**src/rtl/lre_pkg.sv**
```systemverilog
// Shared types and codes for the ladder rung evaluator.
// Holds the transaction payload structs, opcodes, block kinds and the slot entry layout.
// No dependencies.
package lre_pkg;

  localparam logic OP_LOAD = 1'b0;
  localparam logic OP_EVAL = 1'b1;

  typedef enum logic [2:0] {
    KIND_SHORT = 3'd0,
    KIND_OPEN  = 3'd1,
    KIND_NO    = 3'd2,
    KIND_NC    = 3'd3,
    KIND_COIL  = 3'd4
  } kind_e;

  typedef struct packed {
    logic        opcode;
    logic [5:0]  slot;
    logic        slot_valid;
    logic [2:0]  block_kind;
    logic        has_input;
    logic [4:0]  input_select;
    logic [3:0]  grid_row;
    logic [3:0]  grid_col;
    logic [15:0] link_rows;
    logic [31:0] input_bits;
  } in_t;

  typedef struct packed {
    logic is_eval;
    logic energized;
  } out_t;

  // One stored block; the valid flag lives in flip-flops beside the memory.
  typedef struct packed {
    logic [2:0]  kind;
    logic        bound;
    logic [4:0]  sel;
    logic [3:0]  row;
    logic [3:0]  col;
    logic [15:0] links;
  } slot_entry_t;

endpackage

```
**src/rtl/ladder_rung_evaluator.sv**
```systemverilog
// Ladder rung evaluator: block slot table in a synchronous memory, column-wise reachability.
// A load acknowledgement is valid in the cycle after its transaction is accepted.
// An evaluation scans every slot once per grid column, one memory read per cycle, then
// drains the read pipeline and answers once the output is free; one item at a time.
// Reset (asynchronous, active low) marks all slots empty and clears the control state.
// Depends on lre_pkg.
module ladder_rung_evaluator import lre_pkg::*; #(
  parameter int MAX_SLOTS  = 64,
  parameter int GRID_ROWS  = 16,
  parameter int GRID_COLS  = 16,
  parameter int NUM_INPUTS = 32
) (
  input  logic clk_i,
  input  logic rst_ni,
  input  logic in_valid_i,
  output logic in_ready_o,
  input  in_t  in_item_i,
  output logic out_valid_o,
  input  logic out_ready_i,
  output out_t out_item_o
);

  localparam int SLOT_AW = (MAX_SLOTS > 1) ? $clog2(MAX_SLOTS) : 1;
  localparam int COL_W   = $clog2(GRID_COLS);

  localparam logic [1:0] S_IDLE  = 2'd0;
  localparam logic [1:0] S_RUN   = 2'd1;
  localparam logic [1:0] S_DRAIN = 2'd2;
  localparam logic [1:0] S_DONE  = 2'd3;

  logic [1:0] state_q, state_d;

  slot_entry_t mem [MAX_SLOTS];
  logic [MAX_SLOTS-1:0] slot_vld_q;

  slot_entry_t rdata_q;
  logic        rvalid_q;

  logic [SLOT_AW-1:0] slot_cnt_q;
  logic [COL_W-1:0]   col_cnt_q;
  logic               p_vld_q, p_last_q;
  logic [COL_W-1:0]   p_col_q;

  logic [GRID_ROWS-1:0] feed_q, feed_d;
  logic [GRID_ROWS-1:0] next_q, next_d;
  logic                 hit_q, hit_d;
  logic [31:0]          in_bits_q;

  logic out_vld_q;
  out_t out_q;

  logic out_free, accept, do_load, in_range;
  logic [31:0] slot_ext;
  logic [SLOT_AW-1:0] wr_addr;
  logic last_slot, last_col;

  assign out_free   = !out_vld_q || out_ready_i;
  assign in_ready_o = (state_q == S_IDLE) && (out_free || in_item_i.opcode == OP_EVAL);
  assign accept     = in_valid_i && in_ready_o;
  assign do_load    = accept && in_item_i.opcode == OP_LOAD;
  assign slot_ext   = 32'(in_item_i.slot);
  assign in_range   = slot_ext < 32'(MAX_SLOTS);
  assign wr_addr    = slot_ext[SLOT_AW-1:0];
  assign last_slot  = slot_cnt_q == SLOT_AW'(MAX_SLOTS - 1);
  assign last_col   = col_cnt_q == COL_W'(GRID_COLS - 1);

  assign out_valid_o = out_vld_q;
  assign out_item_o  = out_q;

  // Slot table memory: written by loads in idle, read once per cycle while scanning.
  always_ff @(posedge clk_i) begin
    if (do_load && in_range) begin
      mem[wr_addr] <= '{kind:  in_item_i.block_kind,
                        bound: in_item_i.has_input,
                        sel:   in_item_i.input_select,
                        row:   in_item_i.grid_row,
                        col:   in_item_i.grid_col,
                        links: in_item_i.link_rows};
    end
    rdata_q <= mem[slot_cnt_q];
  end

  always_ff @(posedge clk_i or negedge rst_ni) begin
    if (!rst_ni) begin
      slot_vld_q <= '0;
      rvalid_q   <= 1'b0;
    end else begin
      if (do_load && in_range) begin
        slot_vld_q[wr_addr] <= in_item_i.slot_valid;
      end
      rvalid_q <= slot_vld_q[slot_cnt_q];
    end
  end

  // Decide whether the block read last cycle is reached and passes power on.
  logic        reached, closed, level, row_ok;
  logic [63:0] link_ext;

  always_comb begin
    row_ok   = 32'(rdata_q.row) < 32'(GRID_ROWS);
    reached  = p_vld_q && rvalid_q && row_ok
               && (32'(rdata_q.col) == 32'(p_col_q))
               && (((feed_q >> rdata_q.row) & GRID_ROWS'(1)) != '0);
    level    = rdata_q.bound && (32'(rdata_q.sel) < 32'(NUM_INPUTS))
               && in_bits_q[rdata_q.sel];
    unique case (rdata_q.kind)
      KIND_SHORT: closed = 1'b1;
      KIND_NO:    closed = level;
      KIND_NC:    closed = !level;
      default:    closed = 1'b0;
    endcase
    link_ext = 64'(rdata_q.links);

    hit_d  = hit_q;
    next_d = next_q;
    feed_d = feed_q;
    if (reached) begin
      if (rdata_q.kind == KIND_COIL) begin
        hit_d = 1'b1;
      end else if (closed) begin
        next_d = next_q | link_ext[GRID_ROWS-1:0];
      end
    end
    // At the end of a column its collected links become the next column's feed.
    if (p_vld_q && p_last_q) begin
      feed_d = next_d;
      next_d = '0;
    end
  end

  always_comb begin
    state_d = state_q;
    unique case (state_q)
      S_IDLE:  if (accept && in_item_i.opcode == OP_EVAL) state_d = S_RUN;
      S_RUN:   if (last_slot && last_col) state_d = S_DRAIN;
      S_DRAIN: state_d = S_DONE;
      S_DONE:  if (out_free) state_d = S_IDLE;
      default: state_d = S_IDLE;
    endcase
  end

  always_ff @(posedge clk_i or negedge rst_ni) begin
    if (!rst_ni) begin
      state_q    <= S_IDLE;
      slot_cnt_q <= '0;
      col_cnt_q  <= '0;
      p_vld_q    <= 1'b0;
      p_last_q   <= 1'b0;
      p_col_q    <= '0;
      feed_q     <= '0;
      next_q     <= '0;
      hit_q      <= 1'b0;
      out_vld_q  <= 1'b0;
    end else begin
      state_q <= state_d;
      if (out_vld_q && out_ready_i) begin
        out_vld_q <= 1'b0;
      end
      unique case (state_q)
        S_IDLE: begin
          p_vld_q <= 1'b0;
          if (accept) begin
            if (in_item_i.opcode == OP_EVAL) begin
              slot_cnt_q <= '0;
              col_cnt_q  <= '0;
              feed_q     <= '1;
              next_q     <= '0;
              hit_q      <= 1'b0;
            end else begin
              out_vld_q <= 1'b1;
            end
          end
        end
        S_RUN: begin
          p_vld_q  <= 1'b1;
          p_last_q <= last_slot;
          p_col_q  <= col_cnt_q;
          feed_q   <= feed_d;
          next_q   <= next_d;
          hit_q    <= hit_d;
          if (last_slot) begin
            slot_cnt_q <= '0;
            col_cnt_q  <= last_col ? '0 : col_cnt_q + COL_W'(1);
          end else begin
            slot_cnt_q <= slot_cnt_q + SLOT_AW'(1);
          end
        end
        S_DRAIN: begin
          p_vld_q <= 1'b0;
          feed_q  <= feed_d;
          next_q  <= next_d;
          hit_q   <= hit_d;
        end
        S_DONE: begin
          p_vld_q <= 1'b0;
          if (out_free) begin
            out_vld_q <= 1'b1;
          end
        end
        default: p_vld_q <= 1'b0;
      endcase
    end
  end

  // Payload registers; the valid flags above say when they matter.
  always_ff @(posedge clk_i) begin
    if (accept && in_item_i.opcode == OP_EVAL) begin
      in_bits_q <= in_item_i.input_bits;
    end
    if (do_load) begin
      out_q <= '{is_eval: 1'b0, energized: 1'b0};
    end else if (state_q == S_DONE && out_free) begin
      out_q <= '{is_eval: 1'b1, energized: hit_q};
    end
  end

endmodule

```
**config.mk**
```make
export PLATFORM = sky130hd
export DESIGN_NAME = ladder_rung_evaluator
export DESIGN_NICKNAME = d
export VERILOG_FILES = /design/src/rtl/lre_pkg.sv /design/src/rtl/ladder_rung_evaluator.sv
export SDC_FILE = /design/constraint.sdc
export NUM_CORES = 2
export LEC_CHECK = 0
export ABC_CLOCK_PERIOD_IN_PS = 6800
export BUFFER_PORTS_ARGS = -buffer_cell sky130_fd_sc_hd__buf_2
export CAP_MARGIN = 5
export CORE_ASPECT_RATIO = 0.9
export CORE_MARGIN = 3
export CORE_UTILIZATION = 56
export CTS_BUF_LIST = sky130_fd_sc_hd__clkbuf_8
export DETAILED_ROUTE_END_ITERATION = 12
export GPL_TIMING_DRIVEN = 0
export PLACE_DENSITY = 0.72
export SYNTH_ARGS = -nofsm -noshare
export SYNTH_HDL_FRONTEND = slang
export SYNTH_SLANG_ARGS = --single-unit
```
**constraint.sdc**
```tcl
create_clock -name clk_i -period 6.8 [get_ports clk_i]
set_clock_uncertainty 0.2 [all_clocks]
set_input_delay 0.34 -clock clk_i [delete_from_list [all_inputs] [get_ports clk_i]]
set_output_delay 0.34 -clock clk_i [all_outputs]
set_load 0.02 [all_outputs]
```
==> out/metrics.yaml <==
fin_crit_sh_pct: 79.36
clock_path_buffers: 4
cts_tree: "done"
status: "completed"
io_pins: 81
drt_drc_violations_left: 0
first_pass_iters: 7
grt_max_degree: 66
area_growth_pct: 14.18
first_global_vias: 43520
drtIter0Drc: 6409
cpPeakStageDelay_ns: 0.90
synth_cells: 3632
syn-cell-area_mm2: 0.08784
mostFrequentLayoutCell: "edfxtp_1"
p_leak_nw: 31.82
worstSetupEndpointType: "flip-flop"
vias: 43190
nets: 4333
max_slew.worst_pin.slew_ns: 1.442
finalSetupViolCount: 0
yosysSeqAreaShare_pct: 77.43
cts.clk_slew.worst_paths_ns: 0.07
fillers: 9916
ys_ff_latch: 2296
overflow: 0
final_cell_mix: "edfxtp_1 (2144), mux4_2 (702), clkbuf_8 (386), inv_1 (140), buf_2 (129)"
drv_slew: 0
yosysWarnings: 0
fmax_ghz: 0.1853
syn_nets: 3715
clock-sinks: 2296
synth_edf_count: 2144
ys.flop_type: "edfxtp_1"
cts_max_level: 5
critPathRequiredTime_ns: 7.41
gp_congestion: 0.8739
ys_top_cells_by_area: "edfxtp_1 (73%), mux4_2 (18%), dfrtp_1 (3.3%)"
routed_wl_mm: 226.1
vias_per_cell: 6.544
antenna_found_initial: 11
clock_latency_ns: 1.04
cellPowerDensity_mw_per_mm2: 363.5
drv_cap: 0
path_cells: "clkbuf_1 -> clkbuf_1 -> clkbuf_1 -> clkbuf_1 -> mux4_2 -> mux4_2 -> mux2i_1 -> o21ai_0"
rows: 137
crit_top_cell: "clkbuf_1"
dieHeight_um: 381.7
yosys.area.top_type_share_pct: 73.30
reg2reg_depth: 8
die-area_mm2: 0.1616
relSlewSlack_pct: 3.894
die_w_um: 423.5
rsz0062_at_grt: "no"
synth_cell_types: 55
dp_hpwl_mm: 137.5
wl_per_cell_um: 34.26
core_area_mm2: 0.1555
start_util_pct: 56.50
design_area_mm2: 0.1003
layout-drive-gt1-share_pct: 33.76
tns_ns: 0
placed_area_mm2: 0.09268
grt_pass1_wl_mm: 320.7
postRouteAntennaNets: 0
port_buffers: 76
hold_class: "input port to flip-flop"
hold_path_depth: 2
grt_usage_pct: 28.33
cp-start-kind: "flip-flop"
vdd_drop_max_mv: 0.2411
critPathSlowestCell: "clkbuf_1"
syn_avg_cell_area_um2: 24.18
numCtsBuffers: 358
post-cts-setup-buffers: 0
criticalPathCategory: "flip-flop to flip-flop"
hold_viol_final: 0
critPathArrivalTime_ns: 6.00
yosysTopAreaCell: "edfxtp_1"
async_flop_share_pct: 5.096
root_buffer: "clkbuf_8"
layout_min_cycle_time_ns: 5.397
path_max_fanout: 10
==> registers in the layout (all words and copies together), names as in the netlist <==
register and flops:
slot_vld_q 64, rvalid_q 1, p_last_q 1, slot_cnt_q 6
hit_q 1, mem 2112, p_col_q 4, feed_q 16
link_ext 16, out_item_o 2, col_cnt_q 4, rdata_q 17
out_valid_o 1, next_q 16, p_vld_q 1, state_q 2
in_bits_q 32
==> cell families after synthesis <==
group                    share of synthesized area, %
multiplexers                                    19.47
AND/OR/NAND/NOR                                 1.041
AO/OA/AOI/OAI                                  0.9444
flip-flops                                      77.43
buffers and inverters                          0.9900
adder cells (fa/ha/maj)                       0.08547
XOR/XNOR                                      0.03989
==> cell type report <==
type,instances,area [um2],area share (%)
inverters,5,18.77,0.01871
repair buffers,258,3024,3.015
clock inverters,226,987.2,0.9843
clock buffers,386,5313,5.297
multi-input cells,1135,19440,19.38
flip-flops and latches,2296,68010,67.81
plain buffers,196,855.8,0.8533
diodes,14,35.03,0.03493
well taps,2085,2609,2.601
==> critical path, delay by kind of cell (launching register included) <==
kind            cells  cell delay [ns]
compound gates      1             0.34
buf+inv             4             2.83
mux                 3             1.39
flops               1             0.37
==> cells in the mapped netlist (2+ instances only) <==
master and instances:
a211oi_1 3, and3_1 2, mux4_2 702, a22o_1 2, dfrtp_1 117, a21oi_2 10, inv_1 4, buf_2 54
a21boi_0 2, clkbuf_1 113, buf_6 4, a32o_1 17, nand4_1 3, mux2i_1 23, dfxtp_1 35, o22ai_1 2
nor2_1 72, ha_1 6, nand2b_1 2, nand3_1 12, o21a_1 3, o41ai_1 2, nor3b_1 2, o21ai_0 30
a21oi_1 12, buf_1 23, or3b_2 2, and2_1 2, edfxtp_1 2144, nor2b_1 23, nor3_1 6, or3_1 3
xor2_1 3, o32a_1 17, mux2_2 92, nand2_1 62, nand3b_1 3
==> layer usage <==
layer / wire length (um) / GRT usage (%) / up-vias
met3: 26720 / 8.040 / 492
met2: 105200 / 42.57 / 2860
met4: 8190 / 10.04 / 2
met1: 86030 / 40.56 / 22920
met5: 8 / 0 / -
li1: - / - / 16920
==> timing repair <==
action	CTS	global route
gates resized for setup	0	0
setup endpoints to repair	0	0
endpoints found under the hold margin	1988	0
hold buffers	106	0
==> through the flow <==
step | cells | total power [W] | setup WS (ns) | hold WS (ns) | utilization (%)
6_report | 6601 | 0.03645 | 1.403 | 0.1204 | 64.51
5_1_grt | 6595 | 0.03755 | 1.548 | 0.06725 | 64.50
4_1_cts | 6577 | 0.03644 | 1.606 | 0.1723 | 64.36
3_5_place_dp | 5859 | 0.02605 | 1.660 | 0.1296 | 59.61
3_3_place_gp | 5793 | 0.02592 | 0.1960 | 0.2666 | 58.42
2_1_floorplan | 3632 | 0.02240 | 2.935 | -0.1556 | -
==> power breakdown <==
part	total [W]	switching (W)	internal (W)
combinational	0.0100	0.00562	0.00439
sequential	0.0160	0.000232	0.0157
clock	0.0105	0.00516	0.00530
total	0.0365	0.0110	0.0254
==> path summary, 6_finish.rpt <==
path,from,slack (ns),endpoint
setup reg to reg,slot_cnt_q[1],1.40,rdata_q[25]
min in group asynchronous,rst_ni,0.29,slot_vld_q[20]
max in group asynchronous,rst_ni,5.76,feed_q[14]
hold / removal,in_item_i[35],0.12,mem[21][3]
hold reg to reg,p_last_q,0.29,p_last_q
setup / recovery,slot_cnt_q[1],1.40,rdata_q[25]
(Power assumes the default switching activity.)
